$ cat src/rtl/mp3ar_pkg.sv
// ----------------------------------------------------------------------------
// mp3ar_pkg
// Shared constants, types and coefficient tables for the alias-reduction block
// ----------------------------------------------------------------------------
package mp3ar_pkg;

  localparam int SAMPLE_W      = 32;
  localparam int POS_W         = 10;
  localparam int SUB_W         = 5;
  localparam int SEL_W         = 3;
  localparam int WIN_DEPTH     = 16;
  localparam int WIN_IDX_W     = 4;
  localparam int DELAY         = 15;
  localparam int BFLY_N        = 8;
  localparam int SUBBAND_LINES = 18;
  localparam int GRANULE_LINES = 576;
  localparam int COEF_W        = 29;
  localparam int PROD_W        = SAMPLE_W + COEF_W;
  localparam int SUM_W         = PROD_W + 1;
  localparam int Q_SHIFT       = 28;

  typedef enum logic {
    ST_RUN,
    ST_FLUSH
  } win_state_t;

  // per-line control carried down the pipeline
  typedef struct packed {
    logic                 bf;
    logic [SEL_W-1:0]     sel;
    logic                 last;
    logic                 full;
    logic [WIN_IDX_W-1:0] pos_lo;
  } ctl_t;

  // status of the window stage
  typedef struct packed {
    logic commit;
    logic flushing;
  } win_st_t;

  function automatic logic signed [COEF_W-1:0] coef_cs(input logic [SEL_W-1:0] i);
    logic signed [COEF_W-1:0] c;
    unique case (i)
      3'd0: c = 29'h0db84a81;
      3'd1: c = 29'h0e1b9d7f;
      3'd2: c = 29'h0f31adcf;
      3'd3: c = 29'h0fbba815;
      3'd4: c = 29'h0feda417;
      3'd5: c = 29'h0ffc8fc8;
      3'd6: c = 29'h0fff964c;
      default: c = 29'h0ffff8d3;
    endcase
    return c;
  endfunction

  function automatic logic signed [COEF_W-1:0] coef_ca(input logic [SEL_W-1:0] i);
    logic signed [COEF_W-1:0] c;
    unique case (i)
      3'd0: c = 29'h083b5fe7;
      3'd1: c = 29'h078c36d2;
      3'd2: c = 29'h05039814;
      3'd3: c = 29'h02e91dd1;
      3'd4: c = 29'h0183603a;
      3'd5: c = 29'h00a7cb87;
      3'd6: c = 29'h003a2847;
      default: c = 29'h000f27b4;
    endcase
    return c;
  endfunction

endpackage

$ cat src/rtl/mp3ar_front.sv
// ----------------------------------------------------------------------------
// mp3ar_front
// Input register, line/subband tracking, raw history and upper-line select
// ----------------------------------------------------------------------------
module mp3ar_front import mp3ar_pkg::*; (
  input  logic                clk,
  input  logic                rst_n,
  input  logic                in_tvalid,
  output logic                in_tready,
  input  logic [SAMPLE_W-1:0] in_tdata,   // [31:0] sample
  input  logic                in_tuser,   // [0] short_block
  input  logic                in_tlast,
  input  logic                cfg_we,
  input  logic [POS_W-1:0]    cfg_wdata,
  input  logic                dn_ready,
  output logic                s1_v,
  output logic [SAMPLE_W-1:0] s1_a,
  output logic [SAMPLE_W-1:0] s1_b,
  output ctl_t                s1_ctl
);

  logic [POS_W-1:0]    pos_r, base_r, active_r;
  logic [SUB_W-1:0]    sub_r;
  logic [SAMPLE_W-1:0] raw_r [WIN_DEPTH-1];
  logic                s1_v_r;
  logic [SAMPLE_W-1:0] s1_a_r, s1_b_r;
  ctl_t                s1_ctl_r, ctl_nxt;
  logic                acc, last_eff;

  assign in_tready = !s1_v_r || dn_ready;
  assign acc       = in_tvalid && in_tready;
  assign last_eff  = in_tlast || (pos_r == POS_W'(GRANULE_LINES - 1));

  always_comb begin
    ctl_nxt.bf     = !in_tuser && (sub_r < SUB_W'(BFLY_N)) && (base_r != '0) &&
                     (base_r < active_r);
    ctl_nxt.sel    = sub_r[SEL_W-1:0];
    ctl_nxt.last   = last_eff;
    ctl_nxt.full   = (pos_r >= POS_W'(DELAY));
    ctl_nxt.pos_lo = pos_r[WIN_IDX_W-1:0];
  end

  always_ff @(posedge clk) begin
    if (!rst_n) begin
      pos_r    <= '0;
      base_r   <= '0;
      sub_r    <= '0;
      active_r <= POS_W'(GRANULE_LINES);
      s1_v_r   <= 1'b0;
    end else begin
      if (cfg_we) begin
        active_r <= cfg_wdata;
      end
      if (acc) begin
        s1_v_r <= 1'b1;
        if (last_eff) begin
          pos_r  <= '0;
          base_r <= '0;
          sub_r  <= '0;
        end else begin
          pos_r <= pos_r + POS_W'(1);
          if (sub_r == SUB_W'(SUBBAND_LINES - 1)) begin
            sub_r  <= '0;
            base_r <= base_r + POS_W'(SUBBAND_LINES);
          end else begin
            sub_r <= sub_r + SUB_W'(1);
          end
        end
      end else if (dn_ready) begin
        s1_v_r <= 1'b0;
      end
    end
  end

  // raw history: entry k holds the line accepted k+1 beats ago
  always_ff @(posedge clk) begin
    if (acc) begin
      raw_r[0] <= in_tdata;
      for (int k = 1; k < WIN_DEPTH - 1; k++) begin
        raw_r[k] <= raw_r[k-1];
      end
      // upper partner sits 2*sel+1 lines back
      s1_a_r   <= raw_r[{sub_r[SEL_W-1:0], 1'b0}];
      s1_b_r   <= in_tdata;
      s1_ctl_r <= ctl_nxt;
    end
  end

  assign s1_v   = s1_v_r;
  assign s1_a   = s1_a_r;
  assign s1_b   = s1_b_r;
  assign s1_ctl = s1_ctl_r;

endmodule

$ cat config.mk
export PLATFORM = sky130hd
export DESIGN_NAME = mp3ar_front
export DESIGN_NICKNAME = d
export VERILOG_FILES = /design/src/rtl/mp3ar_pkg.sv /design/src/rtl/mp3ar_front.sv
export SDC_FILE = /design/constraint.sdc
export NUM_CORES = 1
export LEC_CHECK = 0
export BUFFER_PORTS_ARGS = -buffer_cell sky130_fd_sc_hd__buf_2
export CORE_UTILIZATION = 40
export DETAILED_ROUTE_END_ITERATION = 12
export SETUP_SLACK_MARGIN = 0.02
export SLEW_MARGIN = 15
export SYNTH_ARGS = -nofsm -noshare
export SYNTH_HDL_FRONTEND = slang
export SYNTH_SLANG_ARGS = --single-unit
$ cat constraint.sdc
create_clock -name clk -period 25.2 [get_ports clk]
set_clock_uncertainty 0.05 [all_clocks]
set_input_delay 1.26 -clock clk [delete_from_list [all_inputs] [get_ports clk]]
set_output_delay 1.26 -clock clk [all_outputs]
set_load 0.02 [all_outputs]
==> flow_metrics.env <==
export IMPL_nets=1069
export IMPL_synth_distinct_cells=46
export IMPL_ff_latch_area_um2=16380
export IMPL_relSlewSlack=0.2455
export IMPL_synth_xor_area_frac=0.005885
export IMPL_grt_overflow_total=0
export IMPL_place_hpwl_mm=16.31
export IMPL_synthesis_nets=902
export IMPL_r2r_start="s1_v"
export IMPL_cp_buffers_inverters=4
export IMPL_ios=125
export IMPL_ys_warnings_count=0
export IMPL_num_fill_cells=3944
export IMPL_io_buffers=124
export IMPL_grt_met1_usage=0.1936
export IMPL_p_leak_uw=0.007621
export IMPL_synth_top_family_by_area="multiplexers"
export IMPL_timing_critical_path_cells="buf_2, nand2b_1, nand2_1, inv_8, buf_4, buf_4"
export IMPL_synthAdderAreaFrac=0.008407
export IMPL_cts_inserted_buffers=56
export IMPL_syn_area_um2=19350
export IMPL_grt_max_degree=149
export IMPL_grt_pass1_vias=8418
export IMPL_clock_fmax_mhz=224.4
export IMPL_path_class="in -> reg"
export IMPL_antenna_found_initial=1
export IMPL_place_gp_congestion=0.7409
export IMPL_gr_max_usage_layer="met1"
export IMPL_post_cts_repair_setup_buffers=0
export IMPL_rsz0062_at_grt="no"
export IMPL_grt_usage=0.1265
export IMPL_totalNegativeSetupSlack_ps=0
export IMPL_total_power_uw=2027
export IMPL_drc=0
export IMPL_cts_sinks=557
export IMPL_final_common_cell="edfxtp_1"
export IMPL_die_area_um2=49250
export IMPL_routed_wl_mm=30.73
export IMPL_min_to="raw_r[6][31]"
export IMPL_drtAntennaViolNets=0
export IMPL_peakVddDrop_mv=0.05614
export IMPL_dieWidth_um=221.9
export IMPL_num_antenna_cells=0
export IMPL_finalSetupViolCount=0
export IMPL_hp_class="reg -> reg"
export IMPL_slowest_stage="buf_4"
export IMPL_synth_edf_count=522
export IMPL_crit_top_cell="buf_4"
export IMPL_synthCells=840
export IMPL_cts_repair_resized=0
export IMPL_mostFrequentLayoutCells="522 x edfxtp_1, 124 x buf_2, 64 x mux4_2"
export IMPL_area_delta_synth_final_pct=16.36
export IMPL_timing_reg2reg_setup_slack_ps=21180
export IMPL_grt_first_pass_wirelength_mm=48.54
export IMPL_die_h_um=221.9
export IMPL_clk_latency_ps=610
export IMPL_critical_path_depth=6
export IMPL_start_util=0.4052
export IMPL_drive_gt1_frac=0.3000
export IMPL_crit_path_start_kind="input pin"
export IMPL_worstHoldStart="raw_r[5][31]"
export IMPL_cts_clk_slew_worst_paths_ps=60
export IMPL_rows=80
export IMPL_viasPerCell=4.948
export IMPL_hold_buffers=0
export IMPL_grt_util_met3=0.02677
export IMPL_cts_tree="done"
export IMPL_fin_crit_sh=0.1769
export IMPL_gr_usage_met2=0.1765
export IMPL_cp_top_family="buffers and inverters"
export IMPL_worstSetupEndpointType="flip-flop"
export IMPL_status="completed"
export IMPL_first_pass_iters=4
export IMPL_p_per_area_nw_per_um2=90.02
export IMPL_drt_initial_drc_count=795
export IMPL_r2r_cells=5
export IMPL_floorplan_core_area_um2=47750
export IMPL_root_buffer="clkbuf_16"
export IMPL_num_vias=8238
export IMPL_tightest_slew_ps=1132
export IMPL_yosys_register_bits=557
export IMPL_hold_path_depth=0
export IMPL_path_max_fanout=148
export IMPL_multi_input_area_um2=2824
export IMPL_clockBufferDepth=3
export IMPL_async_flop_share=0
export IMPL_htree_levels=2
export IMPL_cpPeakStageDelay_ps=950
export IMPL_period_needed_ps=4457
export IMPL_r2r_end="raw_r[8][17]"
export IMPL_slew_viol_final=0
export IMPL_synth_simple_area_share=0.02134
export IMPL_seq_area_frac_synth=0.8464
export IMPL_synth_mux_area_frac=0.09726
export IMPL_required_ps=25350
export IMPL_synth_compound_area_share=0.01306
export IMPL_synth_main_ff_cell="edfxtp_1"
export IMPL_arrival_ps=4610
export IMPL_hold_violations=0
export IMPL_syn_avg_cell_area_um2=23.03
export IMPL_max_cap_violations=0
export IMPL_routedWlPerCell_um=18.45
-- per-layer routing --
metal / up-vias / share of wire
li1: 3744 / -
met1: 4276 / 0.50
met2: 167 / 0.43
met3: 49 / 0.044
met4: 2 / 0.024
met5: - / 0.00042
-- synth_stat cells, types with 2 or more instances --
master / count / area, µm²
nor2_1: 23 / 86.33
xnor2_1: 8 / 70.07
o211ai_1: 3 / 22.52
nand3_1: 6 / 30.03
o21a_1: 3 / 22.52
nor4_1: 4 / 25.02
mux2_2: 32 / 360.4
clkbuf_1: 10 / 37.54
xor2_1: 5 / 43.79
a21oi_1: 4 / 20.02
nand4_1: 3 / 18.77
a21boi_0: 2 / 15.01
nor2b_1: 11 / 68.82
ha_1: 13 / 162.7
nand2_1: 17 / 63.81
mux2i_1: 8 / 80.08
buf_1: 6 / 22.52
inv_1: 14 / 52.55
o21ai_0: 10 / 50.05
edfxtp_1: 522 / 15680
nor3_1: 6 / 30.03
a31oi_1: 2 / 12.51
dfxtp_1: 35 / 700.7
mux4_2: 64 / 1441
o31ai_1: 2 / 15.01
buf_2: 7 / 35.03
-- report_power, final --
part	total [µW]	switching [µW]	internal (µW)
logic	109	60.9	48.0
registers	1110	28.7	1080
clock network	804	341	463
-- how the worst max path moves through the flow --
stage / slack (ps) / from / endpoint
final: 20740 / dn_ready / raw_r[8][17]
after global routing: 20460 / dn_ready / raw_r[6][17]
after CTS: 20710 / dn_ready / raw_r[8][17]
after detailed placement: 20090 / dn_ready / raw_r[14][15]
after global placement: 20190 / dn_ready / raw_r[5][17]
after floorplan: 16030 / dn_ready / base_r[7]
-- registers in the layout (all words and copies together) (netlist names) --
signal,count
raw_r,480
s1_a,32
active_r,10
pos_r,10
s1_ctl,10
base_r,9
sub_r,5
s1_v,1
-- final cells by class --
cell class / instances / share of cell area
Sequential cell: 557 / 0.7278
Multi-Input combinational cell: 246 / 0.1254
Clock buffer: 67 / 0.06453
Tap cell: 615 / 0.03418
Timing Repair Buffer: 132 / 0.03024
Clock inverter: 34 / 0.01512
Inverter: 14 / 0.002668
-- through the flow --
step	hold WS, ps	area, µm²	worst slack [ps]	cells	utilization
finish	349.1	22510	20740	1665	0.4715
global route	358.0	22510	20460	1665	0.4715
CTS	345.3	22510	20710	1665	0.4715
detailed placement	354.5	20720	20090	1564	0.4339
global placement	350.2	20720	20190	1564	0.4339
floorplan	350.3	19350	16030	840	-
-- kinds of logic after synthesis --
family,count (synthesis)
fa+ha+maj,13
buf+inv,37
simple gates,80
xor+xnor,13
mux,104
compound gates,36
flops,557
No activity file was read; power rests on OpenSTA's default activity.
