## config.mk

```make
export PLATFORM = sky130hd
export DESIGN_NAME = mp3ar_window
export DESIGN_NICKNAME = d
export VERILOG_FILES = /design/src/rtl/mp3ar_pkg.sv /design/src/rtl/mp3ar_window.sv
export SDC_FILE = /design/constraint.sdc
export NUM_CORES = 1
export LEC_CHECK = 0
export BUFFER_PORTS_ARGS = -buffer_cell sky130_fd_sc_hd__buf_2
export CAP_MARGIN = 25
export CORE_MARGIN = 4
export CORE_UTILIZATION = 30
export DETAILED_ROUTE_END_ITERATION = 8
export HOLD_SLACK_MARGIN = 0.1
export SLEW_MARGIN = 20
export SYNTH_ARGS = -nofsm -noshare
export SYNTH_HDL_FRONTEND = slang
export SYNTH_SLANG_ARGS = --single-unit
```

## constraint.sdc

```tcl
create_clock -name clk -period 31.7 [get_ports clk]
set_clock_uncertainty 0.05 [all_clocks]
set_input_delay 1.585 -clock clk [delete_from_list [all_inputs] [get_ports clk]]
set_output_delay 1.585 -clock clk [all_outputs]
set_load 0.03 [all_outputs]
```

## src/rtl/mp3ar_pkg.sv

```systemverilog
// ----------------------------------------------------------------------------
// mp3ar_pkg
// Shared constants, types and coefficient tables for the alias-reduction block
// ----------------------------------------------------------------------------
package mp3ar_pkg;

  localparam int SAMPLE_W      = 32;
  localparam int POS_W         = 10;
  localparam int SUB_W         = 5;
  localparam int SEL_W         = 3;
  localparam int WIN_DEPTH     = 16;
  localparam int WIN_IDX_W     = 4;
  localparam int DELAY         = 15;
  localparam int BFLY_N        = 8;
  localparam int SUBBAND_LINES = 18;
  localparam int GRANULE_LINES = 576;
  localparam int COEF_W        = 29;
  localparam int PROD_W        = SAMPLE_W + COEF_W;
  localparam int SUM_W         = PROD_W + 1;
  localparam int Q_SHIFT       = 28;

  typedef enum logic {
    ST_RUN,
    ST_FLUSH
  } win_state_t;

  // per-line control carried down the pipeline
  typedef struct packed {
    logic                 bf;
    logic [SEL_W-1:0]     sel;
    logic                 last;
    logic                 full;
    logic [WIN_IDX_W-1:0] pos_lo;
  } ctl_t;

  // status of the window stage
  typedef struct packed {
    logic commit;
    logic flushing;
  } win_st_t;

  function automatic logic signed [COEF_W-1:0] coef_cs(input logic [SEL_W-1:0] i);
    logic signed [COEF_W-1:0] c;
    unique case (i)
      3'd0: c = 29'h0db84a81;
      3'd1: c = 29'h0e1b9d7f;
      3'd2: c = 29'h0f31adcf;
      3'd3: c = 29'h0fbba815;
      3'd4: c = 29'h0feda417;
      3'd5: c = 29'h0ffc8fc8;
      3'd6: c = 29'h0fff964c;
      default: c = 29'h0ffff8d3;
    endcase
    return c;
  endfunction

  function automatic logic signed [COEF_W-1:0] coef_ca(input logic [SEL_W-1:0] i);
    logic signed [COEF_W-1:0] c;
    unique case (i)
      3'd0: c = 29'h083b5fe7;
      3'd1: c = 29'h078c36d2;
      3'd2: c = 29'h05039814;
      3'd3: c = 29'h02e91dd1;
      3'd4: c = 29'h0183603a;
      3'd5: c = 29'h00a7cb87;
      3'd6: c = 29'h003a2847;
      default: c = 29'h000f27b4;
    endcase
    return c;
  endfunction

endpackage

```

## src/rtl/mp3ar_window.sv

```systemverilog
// ----------------------------------------------------------------------------
// mp3ar_window
// Butterfly sums, saturation, 16-line window, end-of-granule flush and output
// ----------------------------------------------------------------------------
module mp3ar_window import mp3ar_pkg::*; (
  input  logic                     clk,
  input  logic                     rst_n,
  input  logic                     s2_v,
  input  logic signed [PROD_W-1:0] p_acs,
  input  logic signed [PROD_W-1:0] p_aca,
  input  logic signed [PROD_W-1:0] p_bcs,
  input  logic signed [PROD_W-1:0] p_bca,
  input  logic [SAMPLE_W-1:0]      s2_b,
  input  ctl_t                     s2_ctl,
  output win_st_t                  st,
  output logic                     out_tvalid,
  input  logic                     out_tready,
  output logic [SAMPLE_W-1:0]      out_tdata,   // [31:0] sample_out
  output logic                     out_tlast
);

  localparam int SH_W = SUM_W - Q_SHIFT;

  function automatic logic [SAMPLE_W-1:0] sat_q(input logic signed [SUM_W-1:0] v);
    logic signed [SH_W-1:0] s;
    logic [SAMPLE_W-1:0]    r;
    s = v[SUM_W-1:Q_SHIFT];
    if (s[SH_W-1:SAMPLE_W-1] == '0 || s[SH_W-1:SAMPLE_W-1] == '1) begin
      r = s[SAMPLE_W-1:0];
    end else if (s[SH_W-1]) begin
      r = {1'b1, {(SAMPLE_W-1){1'b0}}};
    end else begin
      r = {1'b0, {(SAMPLE_W-1){1'b1}}};
    end
    return r;
  endfunction

  win_state_t           state_r, state_nxt;
  logic [SAMPLE_W-1:0]  w_r [WIN_DEPTH];
  logic [SAMPLE_W-1:0]  w_nxt [WIN_DEPTH];
  logic [WIN_IDX_W-1:0] skip_r, skip_nxt, cnt_r, cnt_nxt;
  logic                 out_v_r, out_v_nxt, out_l_r, out_l_nxt;
  logic [SAMPLE_W-1:0]  out_d_r, out_d_nxt;
  logic signed [SUM_W-1:0] up_sum, lo_sum;
  logic [SAMPLE_W-1:0]  up_val, lo_val;
  logic                 out_free, emits, commit;

  assign out_free = !out_v_r || out_tready;
  assign emits    = s2_ctl.full && !s2_ctl.last;
  assign commit   = (state_r == ST_RUN) && s2_v && (out_free || !emits);

  always_comb begin
    up_sum = SUM_W'(p_acs) + SUM_W'(p_bca);
    lo_sum = SUM_W'(p_bcs) - SUM_W'(p_aca);
    up_val = sat_q(up_sum);
    lo_val = s2_ctl.bf ? sat_q(lo_sum) : s2_b;
  end

  always_comb begin
    w_nxt     = w_r;
    state_nxt = state_r;
    skip_nxt  = skip_r;
    cnt_nxt   = cnt_r;
    out_v_nxt = out_v_r && !out_tready;
    out_d_nxt = out_d_r;
    out_l_nxt = out_l_r;
    unique case (state_r)
      ST_RUN: begin
        if (commit) begin
          w_nxt[0] = lo_val;
          for (int k = 1; k < WIN_DEPTH; k++) begin
            w_nxt[k] = w_r[k-1];
          end
          if (s2_ctl.bf) begin
            w_nxt[{s2_ctl.sel, 1'b1}] = up_val;
          end
          if (emits) begin
            out_v_nxt = 1'b1;
            out_d_nxt = w_nxt[WIN_DEPTH-1];
            out_l_nxt = 1'b0;
          end
          if (s2_ctl.last) begin
            state_nxt = ST_FLUSH;
            // short granule: shift the unused older slots out silently first
            skip_nxt  = s2_ctl.full ? '0 : WIN_IDX_W'(DELAY) - s2_ctl.pos_lo;
            cnt_nxt   = s2_ctl.full ? WIN_IDX_W'(WIN_DEPTH - 1) : s2_ctl.pos_lo;
          end
        end
      end
      ST_FLUSH: begin
        if (skip_r != '0) begin
          for (int k = 1; k < WIN_DEPTH; k++) begin
            w_nxt[k] = w_r[k-1];
          end
          skip_nxt = skip_r - WIN_IDX_W'(1);
        end else if (out_free) begin
          out_v_nxt = 1'b1;
          out_d_nxt = w_r[WIN_DEPTH-1];
          out_l_nxt = (cnt_r == '0);
          for (int k = 1; k < WIN_DEPTH; k++) begin
            w_nxt[k] = w_r[k-1];
          end
          if (cnt_r == '0) begin
            state_nxt = ST_RUN;
          end else begin
            cnt_nxt = cnt_r - WIN_IDX_W'(1);
          end
        end
      end
      default: state_nxt = ST_RUN;
    endcase
  end

  always_ff @(posedge clk) begin
    if (!rst_n) begin
      state_r <= ST_RUN;
      skip_r  <= '0;
      cnt_r   <= '0;
      out_v_r <= 1'b0;
    end else begin
      state_r <= state_nxt;
      skip_r  <= skip_nxt;
      cnt_r   <= cnt_nxt;
      out_v_r <= out_v_nxt;
    end
  end

  always_ff @(posedge clk) begin
    w_r     <= w_nxt;
    out_d_r <= out_d_nxt;
    out_l_r <= out_l_nxt;
  end

  assign st.commit   = commit;
  assign st.flushing = (state_r == ST_FLUSH);
  assign out_tvalid  = out_v_r;
  assign out_tdata   = out_d_r;
  assign out_tlast   = out_l_r;

endmodule

```

==> results.ini <==
[final_layout]
fillers = 8861
seqCellArea_um2 = 16600
fin_nets = 3094
postLayoutCellArea_um2 = 32000
multi_input_area_um2 = 10100
area_growth_pct = 16.6
final_util = 0.354
layout-drive-gt1-share = 0.179

[floorplan]
die-area_um2 = 96500
die_w_um = 311
design.core.area_um2 = 90400
die_h_um = 311
io_pins = 326
row_count = 110
initial_core_util = 0.304

[logic_synthesis]
syn_nets = 2809
synth.cell_area_um2 = 27500
synth_cell_type_count = 78
syn_inst = 2397
yosysMostFrequentCell = edfxtp_1
synth.area.top_cells = edfxtp_1 60%, ha_1 5.6%, a21oi_1 4.3%
synth_top_area_frac = 0.596
ys_warn_count = 0
synth_flop_cell = edfxtp_1
synth-seq-cells = 555
syn_avg_cell_area_um2 = 11.5
netlist_top_cells_count = 545 x edfxtp_1, 299 x nand2_1, 234 x a21oi_1, 164 x o21ai_0, 155 x nor2_1
yosysTopAreaCell = edfxtp_1
async_flop_share = 0
yosysSeqAreaShare = 0.603
synth_enable_flop_cells = 545

[detailed_routing]
dr.pass1.iters = 5
via_count = 19041
drc = 0
initialDrtViolationCount = 1484
routed_wl_um = 68600
drtAntennaViolNets = 0
wl_per_cell_um = 17.5
via_per_inst = 4.87

[worst_hold_path]
min_path_cells = 0
hold_path.class = reg -> reg
hp-start = w_r[274]

[clock_network]
clk_latency_ps = 580
cts_root_buf = clkbuf_16
ctsResizeCount = 0
cts_tree = done
cts_max_path_buffers = 3
cts_buffers = 54
clkSlewWorstSetupHoldPaths_ps = 60
hold_buffers = 0
postCtsSetupRepairBufs = 0
htreeDepth = 2
clock_sink_count = 555

[timing]
final_max_slew_viol_count = 0
hold_slack_ps = 362
rsz0062_at_grt = false
worst_pin_slew_ps = 1110
relSlewSlack = 0.263
hold_viol_final = 0
fmax_mhz = 183
post-route-min-period_ps = 5460
setup_tns_ps = 0
setup_slack_ps = 26240
setup_viol = 0
finalCritPeriodShare = 0.172

[power_and_ir_drop]
seqPwrFrac = 0.504
p_int_w = 0.00157
switchingPower_w = 0.000613
switching_share = 0.281
vdd_drop_max_mv = 0.0387
pwr-share-clk = 0.290
power.leakage_nw = 12.4
share_comb_of_total_power = 0.206
powerDensity_nw_per_um2 = 68.0

[critical_path]
cp-startpoint = p_acs[28]
r2r_cells = 7
worstSetupEndpointType = flop
critPathKind = in -> reg
critPathLaunchType = input port
reg2reg_from = state_r
worstPathArrival_ps = 5820
worstPathRequired_ps = 32060
critPathMaxFanout = 26

[flow_run]
cap_violations = 0

[placement]
pre_cts_ws_ps = 25630
dp_hpwl_um = 50800
gp_congestion = 0.876
io_buffer_count = 325
dpl_cell_area_um2 = 30300

[global_routing]
grt_usage = 0.136
grt_pass1_vias = 18217
antenna_found_initial = 20
grt_first_pass_wirelength_um = 105000
grt_max_degree = 202
grt_overflow_total = 0

[outcome]
status = complete, no violations

## logic make-up (layout without fill, tap and decap cells)
| logic type | Yosys count | count (layout) | synth area share |
|---|---|---|---|
| AOI/OAI and AO/OA | 791 | 791 | 0.178 |
| and+or+nand+nor | 652 | 652 | 0.108 |
| DFF | 555 | 555 | 0.603 |
| buffers and inverters | 205 | 529 | 0.0315 |
| adders and majority gates | 122 | 122 | 0.0556 |
| xor gates and xnor gates | 61 | 61 | 0.0195 |
| muxes | 11 | 11 | 0.00442 |
| other | 0 | 11 | 0 |
## power groups by stage
stage          sequential, W  combinational (W)  clock (W)
3_3_place_gp         0.00111           0.000443          0
5_1_grt              0.00111           0.000506   0.000681
2_1_floorplan        0.00123           0.000302          0
3_5_place_dp         0.00111           0.000450          0
6_report             0.00110           0.000449   0.000631
4_1_cts              0.00110           0.000453   0.000650
## area by class of cell
| type | instances | share of cell area |
|---|---|---|
| Clock inverter | 25 | 0.00875 |
| Multi-Input combinational cell | 1637 | 0.315 |
| Sequential cell | 555 | 0.517 |
| Inverter | 89 | 0.0104 |
| Antenna cell | 11 | 0.000859 |
| Clock buffer | 70 | 0.0447 |
| Tap cell | 1176 | 0.0459 |
| Timing Repair Buffer | 345 | 0.0569 |
## worst max-delay path, cell delays in order
cell,delay [ps]
buf_2,100
ha_1,480
nand4_1,170
nor4_2,360
inv_1,90
a211oi_2,180
o21ai_1,180
or4_4,570
a211oi_2,330
a41o_2,430
a21o_2,140
buf_4,530
a31oi_2,380
o21ai_0,260
## per-stage QoR
step / instances / power, W
after floorplan: 2397 / 0.00153
after global placement: 3801 / 0.00155
after detailed placement: 3801 / 0.00156
after CTS: 3896 / 0.00220
after global routing: 3901 / 0.00230
final: 3908 / 0.00218
## cell usage in the layout, fill, tap and decap left out, types with 23 or more instances in the layout
cell type,n
nor3b_1,30
ha_1,122
edfxtp_1,545
nand4_1,32
nor2b_1,23
a21oi_1,233
nand3_1,23
nor2_1,154
a21o_1,56
nor3_1,27
o21ai_1,146
o22a_1,29
nand2_1,295
xnor2_1,39
buf_2,325
clkbuf_16,55
inv_1,89
o21ai_0,164
## layer usage
metal | share of wire | vias to the layer above | routed length [um] | global-route usage
li1 | - | 9546 | - | -
met1 | 0.46 | 8854 | 31900 | 0.187
met2 | 0.45 | 504 | 30700 | 0.215
met3 | 0.055 | 119 | 3790 | 0.0288
met4 | 0.031 | 18 | 2110 | 0.0454
met5 | 0.0018 | - | 124 | 0
## state kept, by name (all words and copies together), names as in the netlist
name        cells
skip_r          4
out_tvalid      1
state_r         1
out_tdata      32
out_tlast       1
cnt_r           4
w_r           512
## path summary, 6_finish.rpt
check | end | slack [ps]
setup / recovery | w_r[29] | 26240
setup reg to reg | w_r[449] | 28330
hold reg to reg | w_r[242] | 360
hold / removal | w_r[242] | 360
No activity file was read; power rests on OpenSTA's default activity.
